[src/srd_pkg.sv]
// ----------------------------------------------------------------------------
// String escape decoder package
// Types, character codes and helper functions shared by the decoder files.
// ----------------------------------------------------------------------------
`timescale 1ns / 1ps

package srd_pkg;

  // Decoder phase.
  typedef enum logic [2:0] {
    PhNormal,
    PhEsc,
    PhOct1,
    PhOct2,
    PhHex0,
    PhHex1
  } phase_e;

  // Configuration register indexes.
  localparam logic [1:0] CfgRawMode       = 2'd0;
  localparam logic [1:0] CfgUnicodeMode   = 2'd1;
  localparam logic [1:0] CfgIgnoreEscapes = 2'd2;

  // Character codes.
  localparam logic [7:0] ChBackslash = 8'h5C;
  localparam logic [7:0] ChNewline   = 8'h0A;
  localparam logic [7:0] ChSquote    = 8'h27;
  localparam logic [7:0] ChDquote    = 8'h22;
  localparam logic [7:0] ChLowB      = 8'h62;
  localparam logic [7:0] ChLowF      = 8'h66;
  localparam logic [7:0] ChLowT      = 8'h74;
  localparam logic [7:0] ChLowN      = 8'h6E;
  localparam logic [7:0] ChLowR      = 8'h72;
  localparam logic [7:0] ChLowV      = 8'h76;
  localparam logic [7:0] ChLowA      = 8'h61;
  localparam logic [7:0] ChLowX      = 8'h78;

  // Control bytes produced by the single-letter escapes.
  localparam logic [7:0] CtlBackspace = 8'h08;
  localparam logic [7:0] CtlFormFeed  = 8'h0C;
  localparam logic [7:0] CtlTab       = 8'h09;
  localparam logic [7:0] CtlLineFeed  = 8'h0A;
  localparam logic [7:0] CtlReturn    = 8'h0D;
  localparam logic [7:0] CtlVtab      = 8'h0B;
  localparam logic [7:0] CtlBell      = 8'h07;

  // Result queue depth; must be a power of two, at least 4.
  localparam int unsigned ResFifoDepth = 4;

  // One input item.
  typedef struct packed {
    logic       last_byte;
    logic [7:0] in_byte;
  } in_item_t;

  // One result item.
  typedef struct packed {
    logic       end_of_str;
    logic       run_last;
    logic       has_byte;
    logic [7:0] out_byte;
  } res_t;

  // Results of one decoded item, in delivery order.
  typedef struct packed {
    logic [1:0] count;
    res_t       res1;
    res_t       res0;
  } dec_out_t;

  function automatic logic is_octal(logic [7:0] c);
    return (c >= 8'h30) && (c <= 8'h37);
  endfunction

  function automatic logic is_hex(logic [7:0] c);
    return ((c >= 8'h30) && (c <= 8'h39)) ||
           ((c >= 8'h61) && (c <= 8'h66)) ||
           ((c >= 8'h41) && (c <= 8'h46));
  endfunction

  // Value of a hex digit; only meaningful when is_hex() holds.
  function automatic logic [3:0] hex_value(logic [7:0] c);
    logic [7:0] v;
    if (c <= 8'h39) begin
      v = c - 8'h30;
    end else if (c >= 8'h61) begin
      v = c - 8'h57;
    end else begin
      v = c - 8'h37;
    end
    return v[3:0];
  endfunction

endpackage

[src/string_escape_decoder.sv]
// ----------------------------------------------------------------------------
// String escape decoder
// Decodes the body bytes of a Python string literal into the bytes they mean.
// ----------------------------------------------------------------------------
// The block takes one body byte per item on the slave stream, with tlast on
// the final byte of the string, and delivers decoded bytes on the master
// stream. When any of the raw, unicode or ignore-escapes registers is set,
// bytes pass through unchanged; otherwise backslash escapes are decoded
// (control letters, quotes, backslash-newline, one to three octal digits,
// two hex digits after \x). The item carrying tlast always produces a final
// result with tlast set; if nothing else is left to say, that result is a
// bare end marker with tuser[0] low and a zero data byte. A new input item
// can be taken every cycle while the result queue has two free entries: an
// accepted item is held in the input register, is decoded once the queue
// has that room, and its results are written into the result queue, from
// which they are offered on the master side. Sustained throughput is one
// item per cycle while each item yields one result and the master side does
// not stall; an item that yields two results needs two transfers on the
// single output port, and a four-entry result queue soaks this up, holding
// the input back only once fewer than two entries are free. Configuration
// writes are always accepted and should be made only while the block is idle.
// ----------------------------------------------------------------------------
`timescale 1ns / 1ps

module string_escape_decoder import srd_pkg::*; (
  input  logic       clk_i,
  input  logic       rst_ni,

  // Input stream. tdata: [7:0] in_byte. tlast: last_byte.
  input  logic       s_axis_tvalid,
  output logic       s_axis_tready,
  input  logic [7:0] s_axis_tdata,
  input  logic       s_axis_tlast,

  // Result stream. tdata: [7:0] out_byte. tuser: [0] has_byte, [1] run_last.
  // tlast: end of the whole string.
  output logic       m_axis_tvalid,
  input  logic       m_axis_tready,
  output logic [7:0] m_axis_tdata,
  output logic [1:0] m_axis_tuser,
  output logic       m_axis_tlast,

  // Configuration write channel.
  input  logic       cfg_valid_i,
  output logic       cfg_ready_o,
  input  logic [1:0] cfg_index_i,
  input  logic       cfg_data_i
);

  // Mode registers.
  logic raw_mode_q, unicode_mode_q, ignore_escapes_q;

  // Input register.
  logic     in_valid_q;
  in_item_t in_item_q;

  logic     fire;
  logic     space2;
  dec_out_t dec;
  res_t     head;

  // The configuration port never stalls.
  assign cfg_ready_o = 1'b1;

  always_ff @(posedge clk_i or negedge rst_ni) begin
    if (!rst_ni) begin
      raw_mode_q       <= 1'b0;
      unicode_mode_q   <= 1'b0;
      ignore_escapes_q <= 1'b0;
    end else if (cfg_valid_i) begin
      case (cfg_index_i)
        CfgRawMode:       raw_mode_q       <= cfg_data_i;
        CfgUnicodeMode:   unicode_mode_q   <= cfg_data_i;
        CfgIgnoreEscapes: ignore_escapes_q <= cfg_data_i;
        default: ;  // Writes beyond the register list are dropped.
      endcase
    end
  end

  // The held item is decoded once the queue can take both of its possible
  // results; the input register refills in the same cycle.
  assign fire          = in_valid_q && space2;
  assign s_axis_tready = !in_valid_q || fire;

  always_ff @(posedge clk_i or negedge rst_ni) begin
    if (!rst_ni) begin
      in_valid_q <= 1'b0;
    end else if (s_axis_tready) begin
      in_valid_q <= s_axis_tvalid;
    end
  end

  always_ff @(posedge clk_i) begin
    if (s_axis_tvalid && s_axis_tready) begin
      in_item_q <= '{last_byte: s_axis_tlast, in_byte: s_axis_tdata};
    end
  end

  srd_decode u_decode (
    .clk_i  (clk_i),
    .rst_ni (rst_ni),
    .fire_i (fire),
    .copy_i (raw_mode_q | unicode_mode_q | ignore_escapes_q),
    .item_i (in_item_q),
    .dec_o  (dec)
  );

  srd_res_fifo u_res_fifo (
    .clk_i    (clk_i),
    .rst_ni   (rst_ni),
    .push_i   (fire),
    .dec_i    (dec),
    .space2_o (space2),
    .valid_o  (m_axis_tvalid),
    .ready_i  (m_axis_tready),
    .res_o    (head)
  );

  assign m_axis_tdata = head.out_byte;
  assign m_axis_tuser = {head.run_last, head.has_byte};
  assign m_axis_tlast = head.end_of_str;

endmodule

[src/srd_decode.sv]
// ----------------------------------------------------------------------------
// Escape decode stage
// Holds the escape phase and turns one registered byte into zero to two results.
// ----------------------------------------------------------------------------
`timescale 1ns / 1ps

module srd_decode import srd_pkg::*; (
  input  logic     clk_i,
  input  logic     rst_ni,
  input  logic     fire_i,
  input  logic     copy_i,
  input  in_item_t item_i,
  output dec_out_t dec_o
);

  phase_e     phase_q, phase_d;
  logic [7:0] partial_q, partial_d;

  res_t       res [2];
  logic [1:0] cnt;
  logic       do_plain;
  logic [7:0] c;

  always_ff @(posedge clk_i or negedge rst_ni) begin
    if (!rst_ni) begin
      phase_q   <= PhNormal;
      partial_q <= '0;
    end else if (fire_i) begin
      phase_q   <= phase_d;
      partial_q <= partial_d;
    end
  end

  always_comb begin
    res[0]    = '0;
    res[1]    = '0;
    cnt       = 2'd0;
    do_plain  = 1'b0;
    phase_d   = phase_q;
    partial_d = partial_q;
    c         = item_i.in_byte;

    if (copy_i) begin
      res[0]    = '{end_of_str: 1'b0, run_last: 1'b0, has_byte: 1'b1, out_byte: c};
      cnt       = 2'd1;
      phase_d   = PhNormal;
      partial_d = '0;
    end else begin
      case (phase_q)
        PhEsc: begin
          phase_d = PhNormal;
          cnt     = 2'd1;
          res[0].has_byte = 1'b1;
          case (c)
            ChNewline:                       cnt = 2'd0;
            ChBackslash, ChSquote, ChDquote: res[0].out_byte = c;
            ChLowB:                          res[0].out_byte = CtlBackspace;
            ChLowF:                          res[0].out_byte = CtlFormFeed;
            ChLowT:                          res[0].out_byte = CtlTab;
            ChLowN:                          res[0].out_byte = CtlLineFeed;
            ChLowR:                          res[0].out_byte = CtlReturn;
            ChLowV:                          res[0].out_byte = CtlVtab;
            ChLowA:                          res[0].out_byte = CtlBell;
            ChLowX: begin
              cnt     = 2'd0;
              phase_d = PhHex0;
            end
            default: begin
              if (is_octal(c)) begin
                cnt       = 2'd0;
                partial_d = {5'd0, c[2:0]};
                phase_d   = PhOct1;
              end else begin
                // Unknown escape keeps the backslash and the character.
                res[0].out_byte = ChBackslash;
                res[1] = '{end_of_str: 1'b0, run_last: 1'b0, has_byte: 1'b1, out_byte: c};
                cnt    = 2'd2;
              end
            end
          endcase
        end
        PhOct1, PhOct2: begin
          if (is_octal(c)) begin
            if (phase_q == PhOct1) begin
              partial_d = {partial_q[4:0], c[2:0]};
              phase_d   = PhOct2;
            end else begin
              res[0] = '{end_of_str: 1'b0, run_last: 1'b0, has_byte: 1'b1,
                         out_byte: {partial_q[4:0], c[2:0]}};
              cnt     = 2'd1;
              phase_d = PhNormal;
            end
          end else begin
            // Escape cut short: flush the value, then treat the byte as plain.
            res[0]   = '{end_of_str: 1'b0, run_last: 1'b0, has_byte: 1'b1,
                         out_byte: partial_q};
            cnt      = 2'd1;
            do_plain = 1'b1;
          end
        end
        PhHex0: begin
          if (is_hex(c)) begin
            partial_d = {4'd0, hex_value(c)};
            phase_d   = PhHex1;
          end else begin
            do_plain = 1'b1;
          end
        end
        PhHex1: begin
          if (is_hex(c)) begin
            res[0] = '{end_of_str: 1'b0, run_last: 1'b0, has_byte: 1'b1,
                       out_byte: {partial_q[3:0], hex_value(c)}};
            cnt     = 2'd1;
            phase_d = PhNormal;
          end else begin
            do_plain = 1'b1;
          end
        end
        default: do_plain = 1'b1;
      endcase

      if (do_plain) begin
        if (c == ChBackslash) begin
          phase_d = PhEsc;
        end else begin
          res[cnt[0]] = '{end_of_str: 1'b0, run_last: 1'b0, has_byte: 1'b1, out_byte: c};
          cnt         = cnt + 2'd1;
          phase_d     = PhNormal;
        end
      end
    end

    if (item_i.last_byte) begin
      // Close out whatever escape is still pending at the end of the string.
      if (phase_d == PhEsc) begin
        res[cnt[0]] = '{end_of_str: 1'b0, run_last: 1'b0, has_byte: 1'b1,
                        out_byte: ChBackslash};
        cnt         = cnt + 2'd1;
      end else if ((phase_d == PhOct1) || (phase_d == PhOct2)) begin
        res[cnt[0]] = '{end_of_str: 1'b0, run_last: 1'b0, has_byte: 1'b1,
                        out_byte: partial_d};
        cnt         = cnt + 2'd1;
      end
      phase_d   = PhNormal;
      partial_d = '0;
      if (cnt == 2'd0) begin
        res[0] = '0;
        cnt    = 2'd1;
      end
      res[cnt[1]].end_of_str = 1'b1;
    end

    if (cnt != 2'd0) begin
      res[cnt[1]].run_last = 1'b1;
    end

    dec_o.count = cnt;
    dec_o.res0  = res[0];
    dec_o.res1  = res[1];
  end

endmodule

[src/srd_res_fifo.sv]
// ----------------------------------------------------------------------------
// Result queue
// Small queue that takes up to two results per cycle and delivers one.
// ----------------------------------------------------------------------------
`timescale 1ns / 1ps

module srd_res_fifo import srd_pkg::*; (
  input  logic     clk_i,
  input  logic     rst_ni,
  input  logic     push_i,
  input  dec_out_t dec_i,
  output logic     space2_o,
  output logic     valid_o,
  input  logic     ready_i,
  output res_t     res_o
);

  localparam int unsigned PtrW = $clog2(ResFifoDepth);

  res_t              mem_q [ResFifoDepth];
  logic [PtrW-1:0]   wr_ptr_q, wr_ptr_d;
  logic [PtrW-1:0]   rd_ptr_q, rd_ptr_d;
  logic [PtrW:0]     count_q, count_d;
  logic [1:0]        n_push;
  logic              pop;
  logic [PtrW-1:0]   wr_ptr_p1;

  assign n_push    = push_i ? dec_i.count : 2'd0;
  assign pop       = valid_o && ready_i;
  assign wr_ptr_p1 = wr_ptr_q + PtrW'(1);
  assign valid_o   = (count_q != '0);
  assign res_o     = mem_q[rd_ptr_q];
  assign space2_o  = (count_q <= (PtrW+1)'(ResFifoDepth - 2));

  always_comb begin
    wr_ptr_d = wr_ptr_q + PtrW'(n_push);
    rd_ptr_d = rd_ptr_q + PtrW'(pop);
    count_d  = count_q + (PtrW+1)'(n_push) - (PtrW+1)'(pop);
  end

  always_ff @(posedge clk_i or negedge rst_ni) begin
    if (!rst_ni) begin
      wr_ptr_q <= '0;
      rd_ptr_q <= '0;
      count_q  <= '0;
    end else begin
      wr_ptr_q <= wr_ptr_d;
      rd_ptr_q <= rd_ptr_d;
      count_q  <= count_d;
    end
  end

  always_ff @(posedge clk_i) begin
    if (n_push != 2'd0) begin
      mem_q[wr_ptr_q] <= dec_i.res0;
    end
    if (n_push == 2'd2) begin
      mem_q[wr_ptr_p1] <= dec_i.res1;
    end
  end

endmodule

[config.mk]
export PLATFORM = sky130hd
export DESIGN_NAME = string_escape_decoder
export DESIGN_NICKNAME = d
export VERILOG_FILES = /design/src/srd_pkg.sv /design/src/string_escape_decoder.sv /design/src/srd_decode.sv /design/src/srd_res_fifo.sv
export SDC_FILE = /design/constraint.sdc
export NUM_CORES = 1
export LEC_CHECK = 0
export ABC_AREA = 1
export BUFFER_PORTS_ARGS = -buffer_cell sky130_fd_sc_hd__buf_4
export CORE_AREA = 2 2 101 103
export CTS_BUF_LIST = sky130_fd_sc_hd__clkbuf_4
export DETAILED_ROUTE_END_ITERATION = 10
export DIE_AREA = 0 0 103 105
export PLACE_DENSITY = 0.7
export SYNTH_ARGS = -nofsm -noshare
export SYNTH_HDL_FRONTEND = slang
export SYNTH_SLANG_ARGS = --single-unit
export TNS_END_PERCENT = 20
[constraint.sdc]
create_clock -name clk_i -period 4.3 [get_ports clk_i]
set_input_delay 0.645 -clock clk_i [delete_from_list [all_inputs] [get_ports clk_i]]
set_output_delay 0.645 -clock clk_i [all_outputs]
set_load 0.05 [all_outputs]
# Word level (Yosys, flattened, before mapping)
# Memory sizes are Yosys's and may differ from the RTL's.
# Index checks and enable logic that the tools add are counted.
[op_classes] n_addsub=10 magnitude_cmp=16 n_eq_ne=23 muxes=80 n_bitwise=9 n_reduce_logical=31
[op_table] op="$mux 22" count=7
[op_table] op="$mux 11" count=10
[op_table] op="$bwmux 22" count=4
[op_table] op="$eq 8x7->1 const B" count=9
[op_table] op="$pmux 8 s9" count=1
[op_table] op="$mux 8" count=7
[op_table] op="$demux 11 s1" count=4
[op_table] op="$mux 9" count=4
[op_table] op="$mux 2" count=16
[op_table] op="$pmux 9 s3" count=1
[op_table] op="$pmux 8 s3" count=1
[op_table] op="$mux 18" count=1
[op_table] op="$mux 3" count=6
[op_table] op="$eq 8x6->1 const B" count=2
[op_table] op="$ge 8x7->1 const B" count=2
[op_table] op="$le 8x6->1 const B" count=2
[op_table] op="$le 8x7->1 const B" count=2
[op_table] op="$and 12x12->12" count=1
[op_table] op="$eq 3x2->1 const B" count=4
[op_table] op="$not 12->12" count=1
[op_table] op="$pmux 3 s4" count=1
[op_table] op="$reduce_or 12->1" count=1
[op_table] op="$logic_and 1x1->1" count=11
[op_table] op="$reduce_or 11->1" count=1
[op_table] op="other kinds (35)" count=70
[totals] ff_bits=31 mem_bits_rw=44 out_inout_bits=14 memories=1
[mem_list] memory="u_res_fifo.mem_q" words=4 word_bits=11 rd=1 rd_clocked_by_memory_dff=0 write_ports=2 line="srd_res_fifo.sv:20" text="res_t mem_q [ResFifoDepth];"

# Logic depth before layout (Yosys ltp)
[depth] ltp_word=27 ltp_mapped=22 mapped_depth_nobuf=22

# Hierarchy
# From an unflattened synthesis, not the netlist that was laid out.
[hier_totals] hier_cells=706 area_unflattened_um2=5366.4
[by_module_without_submodules] mod="srd_res_fifo" instances=1 cells_each=288 area_each_um2=2733.9 seq_area_each_um2=1496.4
[by_module_without_submodules] mod="srd_decode" instances=1 cells_each=378 area_each_um2=2144.6 seq_area_each_um2=275.3
[by_module_without_submodules] mod="string_escape_decoder" instances=1 cells_each=40 area_each_um2=488.0 seq_area_each_um2=370.4

# Least setup slack after synthesis
# No wires, ideal clock.
[synth_timing] path_kind="flip-flop to flip-flop" from="register in_item_q[1] in the netlist's numbering" to="register u_res_fifo.count_q[2]" setup_ps=129 t_arrival_ps=3036 required_time_ps=4171 path_slack_ps=1135 path_stages_with_launch=20 n_path_buf=0 cell_sequence="edfxtp_1 inv_1 ha_1 inv_1 nor2_1 nand2_2 nand3_2 nand2_4 nand4_2 nand3_4 nand2_2 nand2_2 nor2_4 nand3_2 o21bai_2 nand2_1 ha_1 fa_1 xnor2_1 xor2_1"
[synth_via] elab_chain_len=22 word_cells_on_any_way=66 classes_between="add/sub (4); order compare (7); eq/ne (15); mux (29); reduce/logical (11)"
[synth_rtl] element="start: declaration" line="string_escape_decoder.sv:55" text="in_item_t in_item_q;"
[synth_rtl] element="start signal: assignment" line="string_escape_decoder.sv:95" text="in_item_q <= '{last_byte: s_axis_tlast, in_byte: s_axis_tdata};"
[synth_rtl] element="parallel branches: the longest is 18 deep, another holds $ge 8x6->1"
[synth_rtl] element="$mux 2 (*)" line="srd_decode.sv:133" text="if (item_i.last_byte) begin"
[synth_rtl] element="$mux 2 (*)" line="srd_res_fifo.sv:28" text="assign n_push = push_i ? dec_i.count : 2'd0;"
[synth_rtl] element="$add 3x2->3 (*)" line="srd_res_fifo.sv:38" text="count_d = count_q + (PtrW+1)'(n_push) - (PtrW+1)'(pop);"
[synth_rtl] element="$sub 3x1->3 (*)" line="srd_res_fifo.sv:38"
[synth_rtl] element="net u_res_fifo.count_d[2]" line="srd_res_fifo.sv:23" text="logic [PtrW:0] count_q, count_d;"
[synth_rtl] element="end signal: assignment" line="srd_res_fifo.sv:49" text="count_q <= count_d;"
[synth_rtl] element="end: declaration" line="srd_res_fifo.sv:23"
# Mark *: on every way through the listed nets, which the timed path passes. The select of a mux whose other input is x is not followed.
# A chain may end at the register's enable or synchronous reset.

# Worst setup path in the final report
# Same ends and word-level chain as after synthesis.

==> metrics.md <==
| Metric | Value |
|---|---|
| Period utilisation layout | 89.2% |
| Hold_buf cts | 0 |
| CTS buffer count | 9 |
| Starting density of the core | 54.7% |
| Post-synth EDFFs | 53 |
| Fin. Hold Viols | 0 |
| Die H | 105 um |
| Initial antenna violation count | 0 |
| Slew HR | roughly 17% |
| Top FF cell, synth | edfxtp_1 |
| Worst Skew | 0.0218 ns |
| Synthesized instance count | 703 |
| Layer with the highest usage | met2 |
| Post-synthesis simple-gate area fraction | 33.8% |
| GRT Resource Usage Total | ~28% |
| Worst path cell trace | inv_1 -> ha_1 -> nand2_1 -> nor2_1 -> nand2_1 -> nand3_2 -> nor2_1 -> nand3_1 -> inv_2 -> nand2_1 -> a21oi_1 -> inv_1 -> nand2_1 -> nor2_1 -> a21oi_1 -> nor2_1 -> ha_1 -> inv_1 -> fa_1 -> xnor2_1 -> xor2_1 |
| Pin count of the biggest net entering global routing | 41 |
| Sw Pwr | roughly 1500 uW |
| CP arrival | 4.24 ns |
| Reg power frac | 35.7% |
| Final setup TNS | 0 ns |
| Clock power share | about 14% |
| Met1 GRT Util | roughly 37% |
| Placed insts | 850 |
| Fin area | about 5700 um2 |
| Leakage | 0.00261 uW |
| Filler Cells Inserted | 912 |
| CP Data Required Time | between 4 and 5 ns |
| Post-Synth XOR/XNOR Area | 1.16% |
| Crit. End Element | flip-flop |
| Yosys reg bits | 75 |
| Max-Cap Viols | 0 |
| TritonCTS Sinks | 75 |
| Syn Area/Cell | ~7.5 um2 |
| Die width | 103 um |
| Vias in the first global route | between 4,000 and 5,000 |
| Antenna Nets Post-Route | 0 |
| Post-synth top area share | 30.2% |
| Area grow syn2layout | 8.95% |
| Hold Crit Class | input port to asynchronous set/reset pin |
| Slowest stage cell, crit path | edfxtp_1 |
| Area of the multi-input gates | between 2000 and 3000 um2 |
| FF/Latch Area | 2140 um2 |
| Grt met3 use | between 3 and 4% |
| Non-filler cells, final | roughly 870 |
| CTS tree | built |
| Worst VDD drop | 0.288 mV |
| Syn Nets | about 730 |
| Synth Area in Adders | 2.75% |
| RSZ-0062 raised after global routing | false |
| Power Density | around 540 nW/um2 |
| Layout cell share with drive strength beyond 1 | 13.5% |
| WL/cell | ~17 um |
| DRT Pass-1 Iters | 6 |
| Vias/cell | 5.91 |
| First-pass GRT wire length | between 20,000 and 25,000 um |
| Peak Freq | approximately 260 MHz |
| Global placement routability congestion | 1.02 |
| Max Slew Vio Count | 0 |
| Status | complete, no violations |
| Synth Cell Area | 5270 um2 |
| P_int | 1570 uW |
| Synth top area cells | edfxtp_1 30%, nand2_1 13%, dfrtp_1 10% |
| Post-route minimum period | 3.84 ns |
| CTS Buffer Depth | 2 |
| Slew @ Worst Pin | 1.24 ns |
| Worst-skew pair later-pin latency | 0.46 ns |
| Iteration-0 DRC Markers | around 500 |
| Final setup fails | 0 |
| Io pins | 31 |
| GR Util met2 | 47.1% |
| Main combinational cell family by area after synthesis | simple AND/OR/NAND/NOR gates |
| Share of power burned in combinational logic | 49.8% |
| Post-CTS setup buffers | 0 |
| Fin Hold WS | around 0.051 ns |
| Largest stage delay, worst path | 0.50 ns |
| Clock-pin slew on the worst setup and hold paths | about 0.14 ns |
| HPWL after detailed placement | 11,100 um |
| GRT Residual Overflow | 0 |
| DR vias | approximately 5,100 |
| Async S/R FF share, synth | 29.3% |
| PnR worst setup slack | between 0.4 and 0.5 ns |
| Compound-Gate Fraction of Synth Area | about 13% |
| Antenna cells | 0 |
| Post-CTS sizing | 0 |
| Critical path class | flip-flop to flip-flop |
| Sequential area share after synthesis | 40.7% |
| Synth area leader | edfxtp_1 |
| Yosys cell types | 46 |
| Mux cell area share after synthesis | 0% |
| Total wire length | 14,500 um |
| Setup crit start kind | flip-flop |
| Pre-CTS WS | 0.542 ns |
| Max H-tree Level | 3 |
| # DRC | 0 |
| Switching Fraction | about half |
| # nets final | roughly 760 |
| CTS Root Cell | clkbuf_4 |
| Crit Path Max Fanout | 8 |
| Die ar. | 10,800 um2 |
| Rows | 36 |
| Syn. warnings | 0 |
| Number of I/O port buffers | 29 |
| Post-Place Cell Area | between 5000 and 6000 um2 |
| Core area | 9640 um2 |
## path summary, 6_finish.rpt
| check | from | end | slack, ns | cells past startpoint |
|---|---|---|---|---|
| max | in_item_q[1] | u_res_fifo.count_q[2] | 0.46 | 21 |
| min | rst_ni | u_res_fifo.wr_ptr_q[1] | 0.05 | 1 |
| max reg2reg | in_item_q[1] | u_res_fifo.count_q[2] | 0.46 | 21 |
| min reg2reg | u_res_fifo.count_q[2] | u_res_fifo.count_q[2] | 0.51 | 1 |
| max in group asynchronous | rst_ni | u_res_fifo.count_q[0] | 4.01 | 1 |
| min in group clk_i | s_axis_tdata[2] | in_item_q[2] | 0.36 | 1 |
## area by class of cell
class	instances	area share [%]
timing repair buffer	39	5.10
tap	133	2.90
sequential	75	37.3
clock buffer	9	1.18
clock inverter	7	1.18
multi-input combinational	522	47.0
inverter	81	5.30
## layout by cell type (no fill, tap or decap), drive strengths merged, types with 9 or more instances in the layout
cell type	n
nand2	195
inv	81
nor2	78
nand3	72
edfxtp	53
o21ai	52
buf	39
nand4	34
o22ai	23
dfrtp	22
a21oi	21
ha	10
clkbuf	9
## synth_stat cells, types with 2 or more instances
library cell and number:
nand2_1 186, nor2_1 73, inv_1 70, nand3_1 61
edfxtp_1 53, o21ai_0 49, nand4_1 33, o22ai_1 23
dfrtp_1 22, a21oi_1 18, clkbuf_1 15, ha_1 10
inv_2 10, nand2_2 8, nand3_2 6, nand3_4 5
xor2_1 5, a31oi_1 4, buf_4 4, nor2_2 4
a21oi_2 3, buf_1 3, o2111ai_1 3, o21ai_1 3
o221ai_1 3, a211oi_1 2, a221oi_1 2, buf_6 2
nor3_2 2, o211ai_1 2, o21a_1 2, or2_2 2
xnor2_1 2
## per-stage QoR
stage          total power, uW  utilization [%]
2_1_floorplan             2210                -
3_3_place_gp              2610             58.2
3_5_place_dp              2640             58.2
4_1_cts                   3080             59.6
5_1_grt                   3290             59.6
6_report                  3080             59.6
## kinds of logic (layout without fill, tap and decap cells)
logic type	count (synthesis)	in the layout
flops	75	75
fa+ha+maj	11	11
simple gates	384	384
compound gates	119	119
buf+inv	106	136
other cells	1	1
xor+xnor	7	7
## sequential cells by signal, indices dropped and copies added, names as in the netlist
signal,flops
u_res_fifo.mem_q,44
in_item_q,9
u_decode.partial_q,8
u_decode.phase_q,3
u_res_fifo.count_q,3
u_res_fifo.rd_ptr_q,2
u_res_fifo.wr_ptr_q,2
ignore_escapes_q,1
in_valid_q,1
raw_mode_q,1
unicode_mode_q,1
## per-layer routing
layer	up-vias	part of all wire, %	routed length, um
met3	38	7.3	1060
met4	0	2.8	408
met1	2351	41	5990
met5	-	0	0
met2	284	49	7030
li1	2443	-	-
## critical path, delay by kind of cell, from the launching register on
kind / cells / cell delay, ns
xor gates and xnor gates: 2 / 0.28
adders and majority gates: 3 / 0.65
DFF: 1 / 0.50
buffers and inverters: 4 / 0.55
and+or+nand+nor: 10 / 1.22
AOI/OAI and AO/OA: 2 / 0.60
## power groups by stage
stage	combinational, uW	clock, uW	sequential (uW)
floorplan	1150	0	1070
global placement	1500	0	1110
detailed placement	1530	0	1120
CTS	1530	453	1100
global route	1690	484	1120
finish	1530	445	1100
Power figures use the tool's default switching activity.
